`config.mk`:
```
export PLATFORM = sky130hd
export DESIGN_NAME = tlv_frame_receiver
export DESIGN_NICKNAME = d
export VERILOG_FILES = /design/src/hdl/tlvr_pkg.sv /design/src/hdl/tlvr_store.sv /design/src/hdl/tlvr_ctrl.sv /design/src/hdl/tlv_frame_receiver.sv
export SDC_FILE = /design/constraint.sdc
export NUM_CORES = 2
export LEC_CHECK = 0
export BUFFER_PORTS_ARGS = -buffer_cell sky130_fd_sc_hd__buf_2
export CAP_MARGIN = 20
export CORE_MARGIN = 2
export CORE_UTILIZATION = 48
export DETAILED_ROUTE_END_ITERATION = 8
export GPL_ROUTABILITY_DRIVEN = 0
export PLACE_DENSITY = 0.6
export SETUP_SLACK_MARGIN = 0.3
export SLEW_MARGIN = 25
export SYNTH_ARGS = -nofsm -noshare
export SYNTH_HDL_FRONTEND = slang
export SYNTH_SLANG_ARGS = --single-unit
```
`constraint.sdc`:
```
create_clock -name clk -period 7.39 [get_ports clk]
set_input_delay 1.1085 -clock clk [delete_from_list [all_inputs] [get_ports clk]]
set_output_delay 1.1085 -clock clk [all_outputs]
set_load 0.02 [all_outputs]
```
`src/hdl/tlvr_pkg.sv`:
```
`timescale 1ns / 1ps

package tlvr_pkg;

	localparam int unsigned POS_W = 9;

	typedef enum logic [1:0] {
		MODE_BYTE    = 2'd0,
		MODE_RELEASE = 2'd1,
		MODE_READ    = 2'd2,
		MODE_NOP     = 2'd3
	} mode_t;

	typedef enum logic [2:0] {
		RSP_NONE        = 3'd0,
		RSP_ACK         = 3'd1,
		RSP_NACK        = 3'd2,
		RSP_WRONG_TYPE  = 3'd3,
		RSP_WRONG_SUM   = 3'd4
	} rsp_t;

	typedef enum logic [1:0] {
		PH_TYPE   = 2'd0,
		PH_LENGTH = 2'd1,
		PH_VALUE  = 2'd2
	} phase_t;

	localparam logic [1:0] CFG_PROG_TYPE = 2'd0;
	localparam logic [1:0] CFG_RUN_TYPE  = 2'd1;
	localparam logic [1:0] CFG_MSG_TYPE  = 2'd2;

	localparam logic [7:0] PROG_TYPE_RESET = 8'h01;
	localparam logic [7:0] RUN_TYPE_RESET  = 8'h02;
	localparam logic [7:0] MSG_TYPE_RESET  = 8'h03;

	localparam logic [7:0] ADDR_END_LEN = 8'd5;

	typedef struct packed {
		logic [7:0] prog_code;
		logic [7:0] run_code;
		logic [7:0] msg_code;
	} cfg_t;

	typedef struct packed {
		logic       we;
		logic       slot;
		logic [7:0] pos;
		logic [7:0] data;
	} wr_req_t;

	typedef struct packed {
		rsp_t        response;
		logic        frame_done;
		logic        frame_overflow;
		logic        done_slot;
		logic [31:0] frame_address;
		logic [7:0]  data_length;
		logic        enter_programming;
		logic        enter_running;
		logic [1:0]  ready_mask;
		logic        first_ready_slot;
	} result_t;

endpackage

```
`src/hdl/tlvr_store.sv`:
```
`timescale 1ns / 1ps

module tlvr_store import tlvr_pkg::*; #(
	parameter int unsigned FRAME_BYTES = 128
) (
	input  logic       clk,
	input  wr_req_t    wr,
	input  logic       rd_en,
	input  logic       rd_slot,
	input  logic [7:0] rd_index,
	output logic [7:0] rd_data
);

	localparam int unsigned AW = $clog2(2 * FRAME_BYTES);
	localparam int unsigned PW = $clog2(FRAME_BYTES);

	logic [7:0]    mem [2 * FRAME_BYTES];
	logic [AW-1:0] waddr;
	logic [AW-1:0] raddr;

	assign waddr = (wr.slot ? AW'(FRAME_BYTES) : '0) + AW'(wr.pos[PW-1:0]);
	assign raddr = (rd_slot ? AW'(FRAME_BYTES) : '0) + AW'(rd_index[PW-1:0]);

	always_ff @(posedge clk) begin
		if (wr.we) begin
			mem[waddr] <= wr.data;
		end
		if (rd_en) begin
			rd_data <= mem[raddr];
		end
	end

endmodule

```
`src/hdl/tlvr_ctrl.sv`:
```
`timescale 1ns / 1ps

module tlvr_ctrl import tlvr_pkg::*; #(
	parameter int unsigned FRAME_BYTES = 128
) (
	input  logic       clk,
	input  logic       arst_n,
	input  logic       step,
	input  logic [1:0] mode,
	input  logic [7:0] rx_byte,
	input  logic       slot,
	input  cfg_t       cfg,
	output wr_req_t    wr,
	output result_t    res
);

	phase_t           phase_q, phase_d;
	logic [POS_W-1:0] pos_q, pos_d;
	logic [7:0]       len_q, len_d;
	logic [7:0]       sum_q, sum_d;
	logic [7:0]       type_q, type_d;
	logic             act_q, act_d;
	logic [1:0]       free_q, free_d;
	logic [31:0]      addr_q, addr_d;
	logic [7:0]       sum_new;
	logic             frame_end;
	logic             starts_frame;

	assign sum_new      = sum_q + rx_byte;
	assign frame_end    = pos_q >= ({1'b0, len_q} + 9'd1);
	assign starts_frame = (free_q != 2'b00) && (rx_byte != cfg.prog_code)
		&& (rx_byte != cfg.run_code);

	always_comb begin
		phase_d = phase_q;
		if (step && mode_t'(mode) == MODE_BYTE) begin
			unique case (phase_q)
				PH_TYPE: begin
					if (starts_frame) begin
						phase_d = PH_LENGTH;
					end
				end
				PH_LENGTH: phase_d = PH_VALUE;
				PH_VALUE: begin
					if (frame_end) begin
						phase_d = PH_TYPE;
					end
				end
				default: phase_d = PH_TYPE;
			endcase
		end
	end

	always_comb begin
		res    = '0;
		wr     = '0;
		pos_d  = pos_q;
		len_d  = len_q;
		sum_d  = sum_q;
		type_d = type_q;
		act_d  = act_q;
		free_d = free_q;
		addr_d = addr_q;
		if (step) begin
			unique case (mode_t'(mode)) inside
				MODE_BYTE: begin
					if (phase_q == PH_TYPE) begin
						if (free_q == 2'b00) begin
							res.response = RSP_NACK;
						end else if (rx_byte == cfg.prog_code) begin
							res.response          = RSP_ACK;
							res.enter_programming = 1'b1;
						end else if (rx_byte == cfg.run_code) begin
							res.enter_running = 1'b1;
						end else begin
							act_d   = ~free_q[0];
							wr.we   = 1'b1;
							wr.slot = ~free_q[0];
							wr.pos  = 8'd0;
							wr.data = rx_byte;
							type_d  = rx_byte;
							sum_d   = rx_byte;
							pos_d   = 9'd1;
						end
					end else begin
						wr.we   = pos_q < POS_W'(FRAME_BYTES);
						wr.slot = act_q;
						wr.pos  = pos_q[7:0];
						wr.data = rx_byte;
						sum_d   = sum_new;
						if (phase_q == PH_LENGTH) begin
							len_d = rx_byte;
							pos_d = pos_q + 9'd1;
						end else if (!frame_end) begin
							pos_d = pos_q + 9'd1;
							case (pos_q)
								9'd2: addr_d[7:0]   = rx_byte;
								9'd3: addr_d[15:8]  = rx_byte;
								9'd4: addr_d[23:16] = rx_byte;
								9'd5: addr_d[31:24] = rx_byte;
								default: addr_d = addr_q;
							endcase
						end else begin
							pos_d = '0;
							if (sum_new != 8'd0) begin
								res.response = (type_q == cfg.msg_code)
									? RSP_WRONG_SUM : RSP_WRONG_TYPE;
							end else if (pos_q >= POS_W'(FRAME_BYTES)) begin
								res.frame_overflow = 1'b1;
							end else begin
								res.frame_done = 1'b1;
								res.done_slot  = act_q;
								free_d         = free_q & ~(2'b01 << act_q);
								if (len_q >= ADDR_END_LEN) begin
									res.frame_address = addr_q;
									res.data_length   = len_q - ADDR_END_LEN;
								end
							end
						end
					end
				end
				MODE_RELEASE: free_d = free_q | (2'b01 << slot);
				MODE_READ, MODE_NOP: free_d = free_q;
				default: free_d = free_q;
			endcase
		end
		res.ready_mask       = ~free_d;
		res.first_ready_slot = free_d[0] && !free_d[1];
	end

	always_ff @(posedge clk or negedge arst_n) begin
		if (!arst_n) begin
			phase_q <= PH_TYPE;
			pos_q   <= '0;
			len_q   <= '0;
			sum_q   <= '0;
			type_q  <= '0;
			act_q   <= 1'b0;
			free_q  <= 2'b11;
			addr_q  <= '0;
		end else begin
			phase_q <= phase_d;
			pos_q   <= pos_d;
			len_q   <= len_d;
			sum_q   <= sum_d;
			type_q  <= type_d;
			act_q   <= act_d;
			free_q  <= free_d;
			addr_q  <= addr_d;
		end
	end

endmodule

```
`src/hdl/tlv_frame_receiver.sv`:
```
`timescale 1ns / 1ps

// Each accepted word's result word is registered and is output in the next cycle.
// Throughput: one word per cycle; the frame memory takes one write and one registered
// read per cycle, and a new word is taken in the cycle the previous result word is taken,
// so a stalled result word holds the input.
// Reset is asynchronous and active low; it clears the parser state and frees both slots.
// The frame memory is not cleared; a byte is readable once its frame has written it.

module tlv_frame_receiver import tlvr_pkg::*; #(
	parameter int unsigned FRAME_BYTES = 128
) (
	input  logic        clk,
	input  logic        arst_n,
	input  logic        in_valid,
	output logic        in_ready,
	input  logic [1:0]  mode,
	input  logic [7:0]  rx_byte,
	input  logic        slot,
	input  logic [7:0]  read_index,
	output logic        out_valid,
	input  logic        out_ready,
	output logic [2:0]  response,
	output logic        frame_done,
	output logic        frame_overflow,
	output logic        done_slot,
	output logic [31:0] frame_address,
	output logic [7:0]  data_length,
	output logic        enter_programming,
	output logic        enter_running,
	output logic [7:0]  read_data,
	output logic [1:0]  ready_mask,
	output logic        first_ready_slot,
	input  logic        cfg_write,
	input  logic [1:0]  cfg_index,
	input  logic [7:0]  cfg_data
);

	cfg_t       cfg_q;
	result_t    res;
	result_t    res_s1;
	wr_req_t    wr;
	logic       accept;
	logic       rd_en;
	logic       rd_sel_s1;
	logic       out_valid_q;
	logic [7:0] rd_data;

	assign in_ready = !out_valid_q || out_ready;
	assign accept   = in_valid && in_ready;
	assign rd_en    = accept && mode_t'(mode) == MODE_READ
		&& {1'b0, read_index} < POS_W'(FRAME_BYTES);

	always_ff @(posedge clk or negedge arst_n) begin
		if (!arst_n) begin
			cfg_q.prog_code <= PROG_TYPE_RESET;
			cfg_q.run_code  <= RUN_TYPE_RESET;
			cfg_q.msg_code  <= MSG_TYPE_RESET;
		end else if (cfg_write) begin
			unique case (cfg_index)
				CFG_PROG_TYPE: cfg_q.prog_code <= cfg_data;
				CFG_RUN_TYPE:  cfg_q.run_code  <= cfg_data;
				CFG_MSG_TYPE:  cfg_q.msg_code  <= cfg_data;
				default:       cfg_q           <= cfg_q;
			endcase
		end
	end

	tlvr_ctrl #(
		.FRAME_BYTES(FRAME_BYTES)
	) u_ctrl (
		.clk    (clk),
		.arst_n (arst_n),
		.step   (accept),
		.mode   (mode),
		.rx_byte(rx_byte),
		.slot   (slot),
		.cfg    (cfg_q),
		.wr     (wr),
		.res    (res)
	);

	tlvr_store #(
		.FRAME_BYTES(FRAME_BYTES)
	) u_store (
		.clk     (clk),
		.wr      (wr),
		.rd_en   (rd_en),
		.rd_slot (slot),
		.rd_index(read_index),
		.rd_data (rd_data)
	);

	always_ff @(posedge clk or negedge arst_n) begin
		if (!arst_n) begin
			out_valid_q <= 1'b0;
		end else if (accept) begin
			out_valid_q <= 1'b1;
		end else if (out_ready) begin
			out_valid_q <= 1'b0;
		end
	end

	always_ff @(posedge clk) begin
		if (accept) begin
			res_s1    <= res;
			rd_sel_s1 <= rd_en;
		end
	end

	assign out_valid         = out_valid_q;
	assign response          = res_s1.response;
	assign frame_done        = res_s1.frame_done;
	assign frame_overflow    = res_s1.frame_overflow;
	assign done_slot         = res_s1.done_slot;
	assign frame_address     = res_s1.frame_address;
	assign data_length       = res_s1.data_length;
	assign enter_programming = res_s1.enter_programming;
	assign enter_running     = res_s1.enter_running;
	assign read_data         = rd_sel_s1 ? rd_data : 8'd0;
	assign ready_mask        = res_s1.ready_mask;
	assign first_ready_slot  = res_s1.first_ready_slot;

endmodule

```
==> flow_summary.toml <==
[finish]
drive_above_1_share_pct = 24.2
flow.area_growth_from_synthesis_pct = 11.5
final_nets = 4471
final_cell_area_mm2 = 0.0968
layout.cells.non_filler = 6967

[power_and_ir_drop]
total_power_density_per_cell_area_mw_per_mm2 = 273
switching_share_pct = 22.5
leakage_power_figure_nw = 32.2
comb_power_share_pct = 6.6
power.switching_mw = 5.93
clock_power_share_pct = 40.5
internal-power_mw = 20.4
seq_power_share_pct = 52.8
ir_worst_vdd_uv = 238

[floorplanning]
floorplan.die.width_um = 429
num_rows = 156
dieHeight_um = 429
i_o_pins = 95
coreArea_mm2 = 0.180
die_footprint_mm2 = 0.184
start_util_pct = 48.2

[sta]
pin_slew_with_the_least_headroom_to_its_limit_ns = 1.16
fin_tns_setup_ns = 0
final_max_slew_viol_count = 0
hold_viol = 0
report.final.setup_viol = 0
period_share_pct = 57.5
headroom_to_the_max_slew_limit_pct = 22.9
period_minus_slack_ns = 4.25
post-route-worst-setup-slack_ns = 3.14
max_clock_freq_ghz = 0.235
clock_skew_ns = 0.0347
rsz0062_at_grt = "false"

[drt]
drt_first_iter_violations = 4468
vias = 42200
dr.pass1.iters = 5
via_to_cell_ratio = 6.06
routedWlPerCell_um = 30.2
detail_route_antenna_nets = 0
routed_wirelength_um = 210000
route.detailed.drc = 0

[cts]
numClockSinks = 2203
total_cts_buffers = 217
cts.repair.resized = 0
cts_hold_repair.buffers = 0
clk_path_buf_depth = 3
cts.reportedPaths.clkPinSlew_ns = 0.06
h-tree-depth = 4
insertion_delay_ns = 0.86
clk_root_buffer_cell = "sky130_fd_sc_hd__clkbuf_16"
cts_tree = "built"
post_cts_buffers = 0

[yosys]
synth_warnings = 0
postSynthCellCount = 4259
synth_sequential_area_ratio_pct = 75.7
synth_area_leaders = "sky130_fd_sc_hd__edfxtp_1 (73%), sky130_fd_sc_hd__mux4_2 (12%), sky130_fd_sc_hd__dfrtp_1 (2.6%), sky130_fd_sc_hd__mux2i_1 (2.1%), sky130_fd_sc_hd__mux2_2 (1.6%)"
synth_top_cells_by_count = "sky130_fd_sc_hd__edfxtp_1 (2108), sky130_fd_sc_hd__mux4_2 (471), sky130_fd_sc_hd__nor2_1 (318)"
netlist.top_cell.by_area = "sky130_fd_sc_hd__edfxtp_1"
synth_unique_cells = 67
synthesis.area_mm2 = 0.0868
synth_most_common_cell = "sky130_fd_sc_hd__edfxtp_1"
synth_top_area_share_pct = 72.9
post_syn_area_per_cell_um2 = 20.4
synth_seq_cells = 2203
synth_nets = 4317
synth_enable_flop_cells = 2108
ys_dominant_reg_cell = "sky130_fd_sc_hd__edfxtp_1"
async_reset_ff_share_pct = 4.31

[hold_path]
hold_path.class = "primary input to asynchronous set/reset pin"

[setup_path]
ff2ff_path_depth = 8
path_max_fanout = 55
critPathKind = "primary input to flip-flop"
terminus_of_the_critical_flop_to_flop_path = "u_store.mem[67][6]"
worst_setup_path_end_kind = "flip-flop"
r2r_start = "out_valid"
reg2reg_slack_ns = 3.28
startpoint_type = "primary input"
crit_required_ns = 7.95
arrival_time_at_the_worst_endpoint_ns = 4.81

[global_route]
grt_antenna_before_repair = 7
track_usage_pct = 22.9
globalRouteOverflowTotal = 0
via_count_of_the_first_global_routing_pass = 43100
grt_pass1_wl_um = 306000
pin_count_of_the_biggest_net_entering_global_routing = 169

[flow_run]
drv.max_cap_violation_count = 0

[placement]
dpl.hpwl_um = 125000
placedInstanceArea_mm2 = 0.0899
post-place-cells = 6564
pre_cts_ws_ns = 2.34
port_buffers = 94

[run_status]
outcome = "complete, no violations"
## layer usage
layer | share of wire (%) | global-route usage [%]
met5 | 0.013 | 0
met1 | 42 | 32.6
met2 | 48 | 36.1
met3 | 6.7 | 3.93
met4 | 3.3 | 7.60
## power by group through the flow
stage / Clock (mW) / Sequential, mW / Combinational (mW)
after global placement: 0 / 14.2 / 1.75
final: 10.7 / 13.9 / 1.75
after detailed placement: 0 / 14.2 / 1.76
after CTS: 10.9 / 13.9 / 1.77
after global routing: 11.3 / 14.0 / 1.90
after floorplan: 0 / 14.1 / 1.24
## worst max-delay path by stage
| stage | slack (ns) | end | startpoint |
|---|---|---|---|
| 2_1_floorplan | 0.83 | u_store.mem[0][4] | rx_byte[5] |
| 3_3_place_gp | 2.35 | u_store.rd_data[3] | read_index[0] |
| 3_5_place_dp | 2.34 | u_store.rd_data[0] | read_index[0] |
| 4_1_cts | 3.26 | u_store.rd_data[3] | read_index[0] |
| 5_1_grt | 2.96 | u_store.mem[194][2] | out_valid |
| 6_report | 3.14 | u_store.rd_data[0] | read_index[0] |
## placed cells by master (no fill, tap or decap), drive strengths merged, types with 26 or more instances in the layout
cell type,synthesis,routed
mux2i,178,178
inv,19,26
edfxtp,2108,2108
a221oi,44,44
a22oi,30,30
and3,50,50
clkbuf,107,274
nor2,318,318
mux2,120,120
nand3,53,53
a21oi,65,65
buf,146,188
nand2,94,94
clkinv,0,99
dfrtp,89,89
mux4,471,471
o221ai,67,67
xor2,34,34
o21ai,27,27
## per-stage QoR
step	hold WS, ns	power [mW]	util [%]
detailed placement	0.487	16.0	49.9
global placement	0.481	15.9	49.9
CTS	0.218	26.6	53.7
floorplan	0.461	15.4	-
finish	0.253	26.4	53.7
global route	0.279	27.2	53.7
## logic make-up (layout without fill, tap and decap cells)
kind of cell	Yosys count	in the layout	share of synthesized area, %
xor gates and xnor gates	40	40	0.404
other	0	2	0
AOI/OAI and AO/OA	313	313	2.64
adders and majority gates	24	24	0.355
DFF	2203	2203	75.7
muxes	769	769	15.8
buffers and inverters	272	608	1.70
and+or+nand+nor	638	638	3.40
## layout make-up
type / count / area, um2
clock inverters: 127 / 1210
flip-flops and latches: 2203 / 65700
fillers: 13700 / 83400
repair buffers: 188 / 1460
well taps: 2370 / 2970
inverters: 19 / 71.3
multi-input cells: 1784 / 19700
clock buffers: 274 / 5650
diodes: 2 / 5.00
## sequential cells by signal (all words and copies together), names as in the netlist, 3 cells and up
signal,count
u_ctrl.sum_q,8
u_store.rd_data,8
u_ctrl.pos_q,9
u_store.mem,2048
u_ctrl.addr_q,32
frame_address,32
cfg_q,24
u_ctrl.len_q,8
response,3
u_ctrl.type_q,8
data_length,8
## critical path, cell delays in order
cell                       delay [ns]
sky130_fd_sc_hd__buf_8           0.43
sky130_fd_sc_hd__buf_4           0.62
sky130_fd_sc_hd__mux4_2          0.59
sky130_fd_sc_hd__mux2i_1         0.34
sky130_fd_sc_hd__a22o_1          0.27
sky130_fd_sc_hd__a221oi_1        0.12
sky130_fd_sc_hd__a221oi_1        0.72
sky130_fd_sc_hd__or4_1           0.37
sky130_fd_sc_hd__a31oi_1         0.09
Power figures use the tool's default switching activity.
